<file path="src/sv/fpll_pkg.sv">
// Package with shared types and constants of the fractional-N PLL programmer.
`timescale 1ns / 1ps

package fpll_pkg;

    // Field widths of the request and result beats.
    localparam int FREQ_W   = 11;
    localparam int WORD_W   = 32;
    localparam int REGNUM_W = 3;
    localparam int CFG_IDX_W = 3;

    // Product freq * 32 and the divide by 250 done as a reciprocal multiply.
    localparam int PROD_W      = FREQ_W + 5;
    localparam int RECIP_W     = 17;
    localparam int RECIP_SHIFT = 24;
    localparam logic [RECIP_W-1:0] RECIP_MULT = 17'd67109;
    localparam int QUO_W       = 9;
    localparam logic [7:0] DIV_CONST = 8'd250;
    localparam int FRAC_W      = 7;

    // Configuration register indexes.
    localparam logic [CFG_IDX_W-1:0] IDX_R5 = 3'd0;
    localparam logic [CFG_IDX_W-1:0] IDX_R4 = 3'd1;
    localparam logic [CFG_IDX_W-1:0] IDX_R3 = 3'd2;
    localparam logic [CFG_IDX_W-1:0] IDX_R2 = 3'd3;
    localparam logic [CFG_IDX_W-1:0] IDX_R1 = 3'd4;
    localparam logic [CFG_IDX_W-1:0] IDX_R0 = 3'd5;
    localparam int NUM_CFG = 5;

    // Reset values of the fixed register words.
    localparam logic [WORD_W-1:0] RST_R5 = 32'h0058_0005;
    localparam logic [WORD_W-1:0] RST_R4 = 32'h00DC_803C;
    localparam logic [WORD_W-1:0] RST_R3 = 32'h0000_04B3;
    localparam logic [WORD_W-1:0] RST_R2 = 32'h0001_0E42;
    localparam logic [WORD_W-1:0] RST_R1 = 32'h0000_83E9;

    // One configuration write beat.
    typedef struct packed {
        logic                 vld;
        logic [CFG_IDX_W-1:0] idx;
        logic [WORD_W-1:0]    data;
    } cfg_wr_t;

endpackage

</file>
<file path="src/sv/fpll_front.sv">
// Front end: accepts frequency requests and computes the R0 divider word.
`timescale 1ns / 1ps

module fpll_front
(
    input  logic                       clk,
    input  logic                       rst_n,
    input  logic                       push,
    output logic                       full,
    input  logic [fpll_pkg::FREQ_W-1:0] freq_tenths_mhz,
    input  logic                       q_full,
    output logic                       q_wr,
    output logic [fpll_pkg::WORD_W-1:0] q_wr_data
);
    import fpll_pkg::*;

    localparam int MUL_W = PROD_W + RECIP_W;

    logic                s1_vld_reg;
    logic                s1_vld_next;
    logic [PROD_W-1:0]   s1_prod_reg;
    logic [QUO_W-1:0]    s1_quo_reg;
    logic                accept;
    logic [PROD_W-1:0]   prod;
    logic [MUL_W-1:0]    recip_prod;
    logic [PROD_W:0]     rem_raw;
    logic [PROD_W:0]     rem_fix;
    logic [QUO_W-1:0]    quo_fix;
    logic [FRAC_W-1:0]   frac;

    // Input handshake: the stage register frees up whenever its beat moves on.
    assign full   = s1_vld_reg & q_full;
    assign accept = push & ~full;
    assign q_wr   = s1_vld_reg & ~q_full;

    // Stage 1: product and quotient estimate by reciprocal multiply.
    assign prod       = {freq_tenths_mhz, 5'b0};
    assign recip_prod = MUL_W'(prod) * MUL_W'(RECIP_MULT);

    always_comb
    begin
        s1_vld_next = s1_vld_reg;
        if (accept)
        begin
            s1_vld_next = 1'b1;
        end
        else if (q_wr)
        begin
            s1_vld_next = 1'b0;
        end
    end

    always_ff @(posedge clk or negedge rst_n)
    begin
        if (!rst_n)
        begin
            s1_vld_reg <= 1'b0;
        end
        else
        begin
            s1_vld_reg <= s1_vld_next;
        end
    end

    always_ff @(posedge clk)
    begin
        if (accept)
        begin
            s1_prod_reg <= prod;
            s1_quo_reg  <= recip_prod[RECIP_SHIFT +: QUO_W];
        end
    end

    // Stage 2: remainder with a one-step correction, then pack the R0 word.
    // FRAC is remainder * 125 / 250, which is the remainder halved.
    always_comb
    begin
        rem_raw = {1'b0, s1_prod_reg}
                  - ((PROD_W+1)'(s1_quo_reg) * (PROD_W+1)'(DIV_CONST));
        rem_fix = rem_raw;
        quo_fix = s1_quo_reg;
        if (rem_raw >= (PROD_W+1)'(DIV_CONST))
        begin
            rem_fix = rem_raw - (PROD_W+1)'(DIV_CONST);
            quo_fix = s1_quo_reg + QUO_W'(1);
        end
        frac = rem_fix[FRAC_W:1];
    end

    assign q_wr_data = {8'b0, quo_fix, 5'b0, frac, 3'b0};

endmodule

</file>
<file path="src/sv/fpll_fifo.sv">
// Small register queue that decouples the front end from the word sequencer.
`timescale 1ns / 1ps

module fpll_fifo
#(
    parameter int DEPTH = 4,
    parameter int WIDTH = 32
)
(
    input  logic             clk,
    input  logic             rst_n,
    input  logic             wr,
    input  logic [WIDTH-1:0] wr_data,
    output logic             q_full,
    input  logic             rd,
    output logic             q_not_empty,
    output logic [WIDTH-1:0] rd_data
);
    localparam int PTR_W = (DEPTH > 1) ? $clog2(DEPTH) : 1;
    localparam int CNT_W = $clog2(DEPTH + 1);

    logic [WIDTH-1:0] mem_reg [DEPTH];
    logic [PTR_W-1:0] wr_ptr_reg;
    logic [PTR_W-1:0] wr_ptr_next;
    logic [PTR_W-1:0] rd_ptr_reg;
    logic [PTR_W-1:0] rd_ptr_next;
    logic [CNT_W-1:0] count_reg;
    logic [CNT_W-1:0] count_next;

    assign q_full      = (count_reg == CNT_W'(DEPTH));
    assign q_not_empty = (count_reg != '0);
    assign rd_data     = mem_reg[rd_ptr_reg];

    // Pointer wrap and occupancy update.
    always_comb
    begin
        wr_ptr_next = wr_ptr_reg;
        rd_ptr_next = rd_ptr_reg;
        count_next  = count_reg;
        if (wr)
        begin
            wr_ptr_next = (wr_ptr_reg == PTR_W'(DEPTH - 1)) ? '0 : wr_ptr_reg + PTR_W'(1);
        end
        if (rd)
        begin
            rd_ptr_next = (rd_ptr_reg == PTR_W'(DEPTH - 1)) ? '0 : rd_ptr_reg + PTR_W'(1);
        end
        if (wr && !rd)
        begin
            count_next = count_reg + CNT_W'(1);
        end
        else if (rd && !wr)
        begin
            count_next = count_reg - CNT_W'(1);
        end
    end

    always_ff @(posedge clk or negedge rst_n)
    begin
        if (!rst_n)
        begin
            wr_ptr_reg <= '0;
            rd_ptr_reg <= '0;
            count_reg  <= '0;
        end
        else
        begin
            wr_ptr_reg <= wr_ptr_next;
            rd_ptr_reg <= rd_ptr_next;
            count_reg  <= count_next;
        end
    end

    // Storage.
    always_ff @(posedge clk)
    begin
        if (wr)
        begin
            mem_reg[wr_ptr_reg] <= wr_data;
        end
    end

endmodule

</file>
<file path="src/sv/fpll_back.sv">
// Back end: holds the fixed words and sequences R5 down to R0 into the result register.
`timescale 1ns / 1ps

module fpll_back
(
    input  logic                          clk,
    input  logic                          rst_n,
    input  fpll_pkg::cfg_wr_t             cfg_wr,
    input  logic                          q_not_empty,
    input  logic [fpll_pkg::WORD_W-1:0]   q_rd_data,
    output logic                          q_rd,
    output logic                          empty,
    input  logic                          pop,
    output logic [fpll_pkg::WORD_W-1:0]   reg_word,
    output logic [fpll_pkg::REGNUM_W-1:0] reg_number,
    output logic                          last_word
);
    import fpll_pkg::*;

    logic [WORD_W-1:0]    cfg_word_reg [NUM_CFG];
    logic [CFG_IDX_W-1:0] seq_reg;
    logic [CFG_IDX_W-1:0] seq_next;
    logic                 out_vld_reg;
    logic                 out_vld_next;
    logic [WORD_W-1:0]    out_word_reg;
    logic [REGNUM_W-1:0]  out_num_reg;
    logic                 out_last_reg;
    logic                 load;
    logic                 seq_last;
    logic [WORD_W-1:0]    sel_word;

    // Configuration writes; indexes past R1 are dropped.
    always_ff @(posedge clk or negedge rst_n)
    begin
        if (!rst_n)
        begin
            cfg_word_reg[IDX_R5] <= RST_R5;
            cfg_word_reg[IDX_R4] <= RST_R4;
            cfg_word_reg[IDX_R3] <= RST_R3;
            cfg_word_reg[IDX_R2] <= RST_R2;
            cfg_word_reg[IDX_R1] <= RST_R1;
        end
        else if (cfg_wr.vld && (cfg_wr.idx <= IDX_R1))
        begin
            cfg_word_reg[cfg_wr.idx] <= cfg_wr.data;
        end
    end

    // Word selection for the current step of the sequence.
    assign seq_last = (seq_reg == IDX_R0);

    always_comb
    begin
        case (seq_reg)
            IDX_R5:  sel_word = cfg_word_reg[IDX_R5];
            IDX_R4:  sel_word = cfg_word_reg[IDX_R4];
            IDX_R3:  sel_word = cfg_word_reg[IDX_R3];
            IDX_R2:  sel_word = cfg_word_reg[IDX_R2];
            IDX_R1:  sel_word = cfg_word_reg[IDX_R1];
            default: sel_word = q_rd_data;
        endcase
    end

    // The result register refills when the queue is not empty and it is free or taken.
    assign load = q_not_empty & (~out_vld_reg | pop);
    assign q_rd = load & seq_last;

    always_comb
    begin
        seq_next     = seq_reg;
        out_vld_next = out_vld_reg;
        if (load)
        begin
            seq_next     = seq_last ? IDX_R5 : seq_reg + CFG_IDX_W'(1);
            out_vld_next = 1'b1;
        end
        else if (pop)
        begin
            out_vld_next = 1'b0;
        end
    end

    always_ff @(posedge clk or negedge rst_n)
    begin
        if (!rst_n)
        begin
            seq_reg     <= IDX_R5;
            out_vld_reg <= 1'b0;
        end
        else
        begin
            seq_reg     <= seq_next;
            out_vld_reg <= out_vld_next;
        end
    end

    always_ff @(posedge clk)
    begin
        if (load)
        begin
            out_word_reg <= sel_word;
            out_num_reg  <= REGNUM_W'(IDX_R0 - seq_reg);
            out_last_reg <= seq_last;
        end
    end

    assign empty      = ~out_vld_reg;
    assign reg_word   = out_word_reg;
    assign reg_number = out_num_reg;
    assign last_word  = out_last_reg;

endmodule

</file>
<file path="src/sv/fracn_pll_freq_programmer.sv">
// Top level of the fractional-N PLL frequency programmer.
`timescale 1ns / 1ps
// Usage:
// The request side is a queue input: drive freq_tenths_mhz with push; a beat is
// taken at a clock edge with push high and full low. Each beat yields six result
// beats, register words R5, R4, R3, R2, R1 and then R0, with reg_number counting
// 5 down to 0 and last_word set on R0. The result side is a queue output: the
// oldest word is on the ports while empty is low and is taken when pop is high.
// R0 is computed in two pipeline stages (reciprocal multiply, then remainder and
// packing) and lands in a small queue ahead of the result register. The sequencer
// emits one word per cycle while a request is queued and the result register is
// free or popped; requests are taken back to back until the queue fills.
// The configuration channel (cfg_valid, cfg_ready, cfg_index, cfg_data) writes
// the fixed words R5..R1 at indexes 0..4; cfg_ready is always high and writes to
// other indexes are dropped. Write only while no request is in flight.
// Reset restores the default fixed words and empties every stage. When the
// receiver holds pop low, the result register keeps its word, the queue fills,
// and full rises once both the queue and the front stage are occupied.
module fracn_pll_freq_programmer
#(
    parameter int QUEUE_DEPTH = 4
)
(
    input  logic                          clk,
    input  logic                          rst_n,
    input  logic                          push,
    output logic                          full,
    input  logic [fpll_pkg::FREQ_W-1:0]   freq_tenths_mhz,
    output logic                          empty,
    input  logic                          pop,
    output logic [fpll_pkg::WORD_W-1:0]   reg_word,
    output logic [fpll_pkg::REGNUM_W-1:0] reg_number,
    output logic                          last_word,
    input  logic                          cfg_valid,
    output logic                          cfg_ready,
    input  logic [fpll_pkg::CFG_IDX_W-1:0] cfg_index,
    input  logic [fpll_pkg::WORD_W-1:0]   cfg_data
);
    import fpll_pkg::*;

    logic              q_full;
    logic              q_wr;
    logic [WORD_W-1:0] q_wr_data;
    logic              q_rd;
    logic              q_not_empty;
    logic [WORD_W-1:0] q_rd_data;
    cfg_wr_t           cfg_wr;

    // Configuration beat.
    assign cfg_ready   = 1'b1;
    assign cfg_wr.vld  = cfg_valid;
    assign cfg_wr.idx  = cfg_index;
    assign cfg_wr.data = cfg_data;

    fpll_front u_front
    (
        .clk             (clk),
        .rst_n           (rst_n),
        .push            (push),
        .full            (full),
        .freq_tenths_mhz (freq_tenths_mhz),
        .q_full          (q_full),
        .q_wr            (q_wr),
        .q_wr_data       (q_wr_data)
    );

    fpll_fifo
    #(
        .DEPTH (QUEUE_DEPTH),
        .WIDTH (WORD_W)
    )
    u_fifo
    (
        .clk         (clk),
        .rst_n       (rst_n),
        .wr          (q_wr),
        .wr_data     (q_wr_data),
        .q_full      (q_full),
        .rd          (q_rd),
        .q_not_empty (q_not_empty),
        .rd_data     (q_rd_data)
    );

    fpll_back u_back
    (
        .clk         (clk),
        .rst_n       (rst_n),
        .cfg_wr      (cfg_wr),
        .q_not_empty (q_not_empty),
        .q_rd_data   (q_rd_data),
        .q_rd        (q_rd),
        .empty       (empty),
        .pop         (pop),
        .reg_word    (reg_word),
        .reg_number  (reg_number),
        .last_word   (last_word)
    );

`ifndef SYNTHESIS
    // The flag on the final word agrees with its register number.
    a_last_matches_num: assert property (@(posedge clk) disable iff (!rst_n)
        !empty |-> (last_word == (reg_number == 3'd0)))
        else $error("last_word disagrees with reg_number");

    // Within a sequence the next word follows right after a pop.
    a_seq_no_gap: assert property (@(posedge clk) disable iff (!rst_n)
        (!empty && pop && !last_word) |=> !empty)
        else $error("gap inside a register word sequence");

    // Register numbers count down by one inside a sequence.
    a_seq_countdown: assert property (@(posedge clk) disable iff (!rst_n)
        (!empty && pop && !last_word) |=> (reg_number == $past(reg_number) - 3'd1))
        else $error("register number did not count down");

    // The queue is never read while it holds nothing.
    a_no_underflow: assert property (@(posedge clk) disable iff (!rst_n)
        q_rd |-> q_not_empty)
        else $error("read of an empty queue");
`endif

endmodule

</file>
<file path="config.mk">
export PLATFORM = sky130hd
export DESIGN_NAME = fracn_pll_freq_programmer
export DESIGN_NICKNAME = d
export VERILOG_FILES = /design/src/sv/fpll_pkg.sv /design/src/sv/fpll_front.sv /design/src/sv/fpll_fifo.sv /design/src/sv/fpll_back.sv /design/src/sv/fracn_pll_freq_programmer.sv
export SDC_FILE = /design/constraint.sdc
export NUM_CORES = 1
export LEC_CHECK = 0
export BUFFER_PORTS_ARGS = -buffer_cell sky130_fd_sc_hd__buf_2
export CAP_MARGIN = 25
export CELL_PAD_IN_SITES_DETAIL_PLACEMENT = 2
export CELL_PAD_IN_SITES_GLOBAL_PLACEMENT = 2
export CORE_MARGIN = 2
export CORE_UTILIZATION = 25
export CTS_CLUSTER_SIZE = 8
export DETAILED_ROUTE_END_ITERATION = 6
export PLACE_DENSITY = 0.55
export SLEW_MARGIN = 5
export SYNTH_ARGS = -nofsm -noshare
export SYNTH_HDL_FRONTEND = slang
export SYNTH_SLANG_ARGS = --single-unit
</file>
<file path="constraint.sdc">
create_clock -name clk -period 7.4 [get_ports clk]
set_input_delay 1.11 -clock clk [delete_from_list [all_inputs] [get_ports clk]]
set_output_delay 1.11 -clock clk [all_outputs]
set_load 0.01 [all_outputs]
</file>
==> impl_metrics.env, run 1 <==
export IMPL_synth_most_common_cell="mux2_2"
export IMPL_yosys_top_cells_area="edfxtp_1 22%, dfrtp_1 21%, mux2_2 12%, ha_1 11%, dfstp_2 5.7%"
export IMPL_crit_path_end_kind="flip-flop"
export IMPL_start_util=0.254
export IMPL_dpl_hpwl_um=29000
export IMPL_synth_edf_count=116
export IMPL_slew_violations=0
export IMPL_synthDistinctLibCells=73
export IMPL_finalCritPeriodShare=0.941
export IMPL_grt_max_degree=97
export IMPL_grt_pass1_wl_um=69000
export IMPL_syn_area_mm2=0.0160
export IMPL_ys_ff_latch=288
export IMPL_drt_wl_total_um=42800
export IMPL_synth_top_cells_by_count="169 x mux2_2, 146 x ha_1, 137 x dfrtp_1"
export IMPL_grt_overflow_total=0
export IMPL_num_vias=10200
export IMPL_layout_drive_gt1_share=0.295
export IMPL_syn_area_per_cell_um2=13.1
export IMPL_max_slew_margin=0.362
export IMPL_hold_class="reg2reg"
export IMPL_fp_coreArea_mm2=0.0632
export IMPL_holdBufCountCts=0
export IMPL_multi_input_area_mm2=0.00766
export IMPL_drc_errors=0
export IMPL_antenna_found_initial=1
export IMPL_rows=92
export IMPL_yosys_warnings=0
export IMPL_area_delta_synth_final_pct=17.7
export IMPL_cpPeakStageDelay_ns=0.53
export IMPL_yosysTopAreaCellShare=0.217
export IMPL_syn_inst=1224
export IMPL_die_area_mm2=0.0662
export IMPL_worstSetupStartpointType="flip-flop"
export IMPL_fmax_ghz=0.144
export IMPL_clk_pin_slew_ns=0.06
export IMPL_worst_pin_slew_ns=0.957
export IMPL_cts_root_buf="clkbuf_16"
export IMPL_synth_ff_type="dfrtp_1"
export IMPL_seq_area_mm2=0.00783
export IMPL_synth_area_leader_cell="edfxtp_1"
export IMPL_wl_per_cell_um=19.3
export IMPL_setup_tns_ns=0
export IMPL_ant_nets=0
export IMPL_crit_path_cell_trace="inv_2 > fa_1 > fa_1 > inv_1 > fa_1 > inv_1 > fa_1 > inv_1 > ha_1 > or3_1 > o221ai_1 > nor2b_1 > xor2_1 > ha_1 > and2_1 > nor2b_1 > a21oi_1 > a21boi_1 > xor2_1 > o2111ai_1 > a2111o_2 > and4_4 > or3_1"
export IMPL_die_w_um=257
export IMPL_setup_violations=0
export IMPL_status="finished clean"
export IMPL_yosysSeqAreaShare=0.488
export IMPL_vias_per_cell=4.62
export IMPL_cts_path_max_buffers=3
export IMPL_cp_common_cell="fa_1"
export IMPL_drtIter0Drc=372
export IMPL_die_height_um=257
export IMPL_syn_num_nets=1466
export IMPL_worstPathRequired_ns=7.66
export IMPL_first_global_vias=11800
export IMPL_cp_slowest_cell="a2111o_2"
export IMPL_htreeDepth=2
export IMPL_gp_congestion=0.724
export IMPL_clock_sinks=288
export IMPL_cts_tree="done"
export IMPL_clkLatencyLatePin_ns=0.55
export IMPL_ys_async_sr_fraction=0.597
export IMPL_numCtsBuffers=42
export IMPL_largest_register_ffs=160
export IMPL_timing_hold_violations_final=0
export IMPL_fin_crit_ns=6.96
export IMPL_cp_max_fo=7
export IMPL_ioPinCount=90
export IMPL_final_nets=1576
export IMPL_fillers=6701
export IMPL_firstDrtPassIters=5
export IMPL_clock_skew_ns=0.0195
export IMPL_critical_path_class="reg2reg"
export IMPL_rsz0062_at_grt="false"
export IMPL_crit_arrival_ns=7.22
export IMPL_port_buffers=88
export IMPL_maxCapViolCount=0
export IMPL_track_usage=0.132
critical path: cells and delay by family, from the launching register on:
kind            cells  cell delay, ns
xor+xnor            2            0.35
buf+inv             4            0.31
flops               1            0.49
fa+ha+maj           6            2.56
simple gates        6            1.57
compound gates      5            1.38
placed cells by master, fill, tap and decap left out, drive strengths merged, types with 6 or more instances in the layout:
cell    instances
nand4           6
dfrtp         137
and2           12
mux2          169
or3             6
a31oi           9
nor2b          12
nand2          43
dfstp          35
mux4           15
o211ai         12
xnor2          24
edfxtp        116
a21o           11
ha            146
nor3           11
a21oi          23
buf           114
nand3          26
a222oi         15
a22oi          43
o21a           13
nor2           37
clkbuf         76
inv           108
o21ai          24
fa             45
xor2           16
layer usage:
layer | vias to the layer above | share of wire | GRT usage
li1 | 4692 | - | -
met1 | 5346 | 0.43 | 0.159
met2 | 130 | 0.52 | 0.240
met3 | 57 | 0.033 | 0.0233
met4 | 0 | 0.021 | 0.0398
met5 | - | 0 | 0
per-stage QoR:
stage	util	setup WS, ns	hold slack, ns	area, um2	cells
after floorplan	-	1.13	0.475	16000	1224
after global placement	0.277	0.610	0.484	17500	2128
after detailed placement	0.277	0.303	0.493	17500	2128
after CTS	0.297	0.265	0.505	18800	2206
after global routing	0.299	0.0260	0.518	18900	2215
final	0.299	0.439	0.504	18900	2215
worst paths after layout:
| kind | endpoint | start | cells after the start | slack [ns] |
|---|---|---|---|---|
| hold / removal | u_back.cfg_word_reg[16] | u_back.cfg_word_reg[16] | 1 | 0.50 |
| hold reg to reg | u_back.cfg_word_reg[16] | u_back.cfg_word_reg[16] | 1 | 0.50 |
| setup / recovery | u_fifo.mem_reg[1][11] | u_front.s1_quo_reg[3] | 23 | 0.44 |
| setup reg to reg | u_fifo.mem_reg[1][11] | u_front.s1_quo_reg[3] | 23 | 0.44 |
| min in group asynchronous | u_back.cfg_word_reg[138] | rst_n | 1 | 0.67 |
| max in group asynchronous | u_back.cfg_word_reg[116] | rst_n | 3 | 5.43 |
cells by family after synthesis:
logic type | Yosys count | share of synthesized area
AO/OA/AOI/OAI | 183 | 0.0839
XOR/XNOR | 40 | 0.0218
adder cells (fa/ha/maj) | 191 | 0.170
buffers and inverters | 156 | 0.0381
flip-flops | 288 | 0.488
multiplexers | 185 | 0.140
other | 1 | 0.000234
AND/OR/NAND/NOR | 180 | 0.0573
what timing repair did:
item                                    CTS  global route
endpoints found under the setup margin    0            23
gates resized for setup                   0             6
buffers inserted                          0             7
area by class of cell:
| class | instances | area share |
|---|---|---|
| Sequential cell | 288 | 0.415 |
| Multi-Input combinational cell | 780 | 0.406 |
| Clock buffer | 76 | 0.0652 |
| Tap cell | 846 | 0.0561 |
| Timing Repair Buffer | 114 | 0.0351 |
| Inverter | 108 | 0.0215 |
| Clock inverter | 2 | 0.00172 |
| Antenna cell | 1 | 0.000133 |
Power of run 1 is not shown: default switching activity piles up to over one toggle a cycle in this logic, so the estimate is an artifact.
==> run 2: changes to the inputs <==
ABC_AREA = 1   (was not set)
PLACE_DENSITY = 0.59   (was 0.55)
==> impl_metrics.env, run 2 <==
export IMPL_clock_skew_ns=0.0289
export IMPL_max_slew_margin=0.352
export IMPL_yosysSeqAreaShare=0.480
export IMPL_fin_crit_ns=6.47
export IMPL_worstRegToRegCells=30
export IMPL_cp_common_cell="nand2_1"
export IMPL_yosysTopAreaCellShare=0.214
export IMPL_gp_congestion=0.731
export IMPL_finalCritPeriodShare=0.875
export IMPL_worstSetupStartpointType="flip-flop"
export IMPL_worstPathRequired_ns=7.71
export IMPL_drt_wl_total_um=50800
export IMPL_synthDistinctLibCells=42
export IMPL_stdcell_count=2678
export IMPL_setup_tns_ns=0
export IMPL_postLayoutCoreUtil=0.295
export IMPL_rows=93
export IMPL_yosys_mux_area_fraction=0.000691
export IMPL_antenna_cells=0
export IMPL_critical_path_class="reg2reg"
export IMPL_setup_worst_path_start="u_front.s1_quo_reg[3]"
export IMPL_worst_pin_slew_ns=0.970
export IMPL_setup_violations=0
export IMPL_vias_per_cell=4.65
export IMPL_yosys_top_cells_area="edfxtp_1 21%, dfrtp_1 21%, ha_1 11%, nand2_1 9.7%, o21ai_0 6.1%"
export IMPL_drc_errors=0
export IMPL_track_usage=0.153
export IMPL_area_delta_synth_final_pct=16.7
export IMPL_die_area_mm2=0.0673
export IMPL_synth_top_cells_by_count="420 x nand2_1, 212 x inv_1, 200 x o21ai_0"
export IMPL_htreeDepth=2
export IMPL_hold_class="reg2reg"
export IMPL_firstDrtPassIters=4
export IMPL_syn_area_per_cell_um2=9.57
export IMPL_antenna_found_initial=3
export IMPL_fp_coreArea_mm2=0.0645
export IMPL_dp_cells=2601
export IMPL_synth_simple_area_share=0.136
export IMPL_synth_top_family_by_area="adder cells"
export IMPL_timing_hold_violations_final=0
export IMPL_grt_max_degree=75
export IMPL_dpl_hpwl_um=36000
export IMPL_grt_pass1_wl_um=80200
export IMPL_crit_arrival_ns=6.78
export IMPL_cp_max_fo=27
export IMPL_largest_register_ffs=160
export IMPL_port_buffers=88
export IMPL_ys_ff_latch=288
export IMPL_whs_path_depth=2
export IMPL_die_w_um=259
export IMPL_syn_num_nets=1945
export IMPL_r2r_start="u_front.s1_quo_reg[3]"
export IMPL_fillers=7151
export IMPL_synth_most_common_cell="nand2_1"
export IMPL_ys_async_sr_fraction=0.597
export IMPL_layout_drive_gt1_share=0.115
export IMPL_num_vias=12400
export IMPL_die_height_um=259
export IMPL_slew_violations=0
export IMPL_numCtsBuffers=42
export IMPL_min_to="u_back.cfg_word_reg[134]"
export IMPL_final_nets=2037
export IMPL_rsz0062_at_grt="false"
export IMPL_layout_common_cells="416 x nand2_1, 211 x inv_1, 200 x o21ai_0, 146 x ha_1, 137 x dfrtp_1"
export IMPL_postCtsSetupRepairBufs=0
export IMPL_ioPinCount=90
export IMPL_start_util=0.253
export IMPL_clock_sinks=288
export IMPL_synth_ff_type="dfrtp_1"
export IMPL_status="finished clean"
export IMPL_syn_inst=1703
export IMPL_syn_area_mm2=0.0163
export IMPL_drtIter0Drc=421
export IMPL_wl_per_cell_um=19.0
export IMPL_synth_xor_area_share=0.0118
export IMPL_synth_compound_area_share=0.139
export IMPL_r2r_end="u_fifo.mem_reg[1][1]"
export IMPL_crit_path_end_kind="flip-flop"
export IMPL_cts_resized=0
export IMPL_first_global_vias=13900
export IMPL_clk_pin_slew_ns=0.05
export IMPL_cts_path_max_buffers=3
export IMPL_yosys_area_share_adder=0.167
export IMPL_clkLatencyLatePin_ns=0.58
export IMPL_holdBufCountCts=0
export IMPL_fmax_ghz=0.154
export IMPL_min_from="u_back.cfg_word_reg[134]"
export IMPL_final_common_cell="nand2_1"
export IMPL_grt_overflow_total=0
export IMPL_synth_area_leader_cell="edfxtp_1"
export IMPL_maxCapViolCount=0
export IMPL_r2r_slack_ns=0.93
export IMPL_cpPeakStageDelay_ns=0.53
export IMPL_cts_root_buf="clkbuf_16"
export IMPL_yosys_warnings=0
export IMPL_cp_slowest_cell="fa_1"
export IMPL_ant_nets=0
export IMPL_synth_edf_count=116
export IMPL_cts_tree="done"
==> run 2: changes by cell type after synthesis, moves of 36 or more <==
cell,delta
nand2_1,+377
o21ai_0,+177
mux2_2,-168
inv_1,+104
a22oi_1,-43
a22o_1,+36
==> run 2: cell families after synthesis <==
kind of cell	after synthesis
AO/OA/AOI/OAI	370
XOR/XNOR	22
adder cells (fa/ha/maj)	191
buffers and inverters	273
flip-flops	288
multiplexers	1
other	1
AND/OR/NAND/NOR	557
==> run 2: cell type report <==
cell class	count	area, um2	share of cell area
inverter	213	800	0.0420
tap	855	1070	0.0562
clock inverter	6	72.6	0.00381
sequential	288	7830	0.412
multi-input combinational	1142	7470	0.392
clock buffer	66	1140	0.0600
timing repair buffer	108	643	0.0338
==> run 2: worst max path at each step <==
stage / slack (ns) / endpoint
finish: 0.93 / u_fifo.mem_reg[1][1]
global route: 0.31 / u_fifo.mem_reg[1][1]
CTS: 0.87 / u_fifo.mem_reg[1][1]
detailed placement: 0.93 / u_fifo.mem_reg[3][1]
global placement: 1.08 / u_fifo.mem_reg[0][1]
floorplan: 1.83 / u_fifo.mem_reg[0][14]
==> run 2: layer usage <==
layer	track usage	vias to the layer above	part of all wire
li1	-	5930	-
met1	0.199	6315	0.46
met2	0.267	135	0.49
met3	0.0213	62	0.029
met4	0.0380	4	0.021
met5	0	-	0.00053
==> run 2: worst max-delay path: cells and delay by family (launching register included) <==
| family | cells | cell delay (ns) |
|---|---|---|
| DFF | 1 | 0.47 |
| buffers and inverters | 6 | 0.48 |
| and+or+nand+nor | 9 | 1.21 |
| adders and majority gates | 6 | 2.65 |
| xor gates and xnor gates | 1 | 0.14 |
| AOI/OAI and AO/OA | 8 | 1.26 |
==> run 2: stage by stage <==
stage               hold slack, ns  setup slack, ns  instance area (um2)
floorplan                    0.453             1.83                16300
global placement             0.466             1.08                17700
detailed placement           0.476            0.932                17700
CTS                          0.489            0.868                18900
global route                 0.512            0.306                19000
finish                       0.483            0.927                19000
Power of run 2 is left out for the same reason.
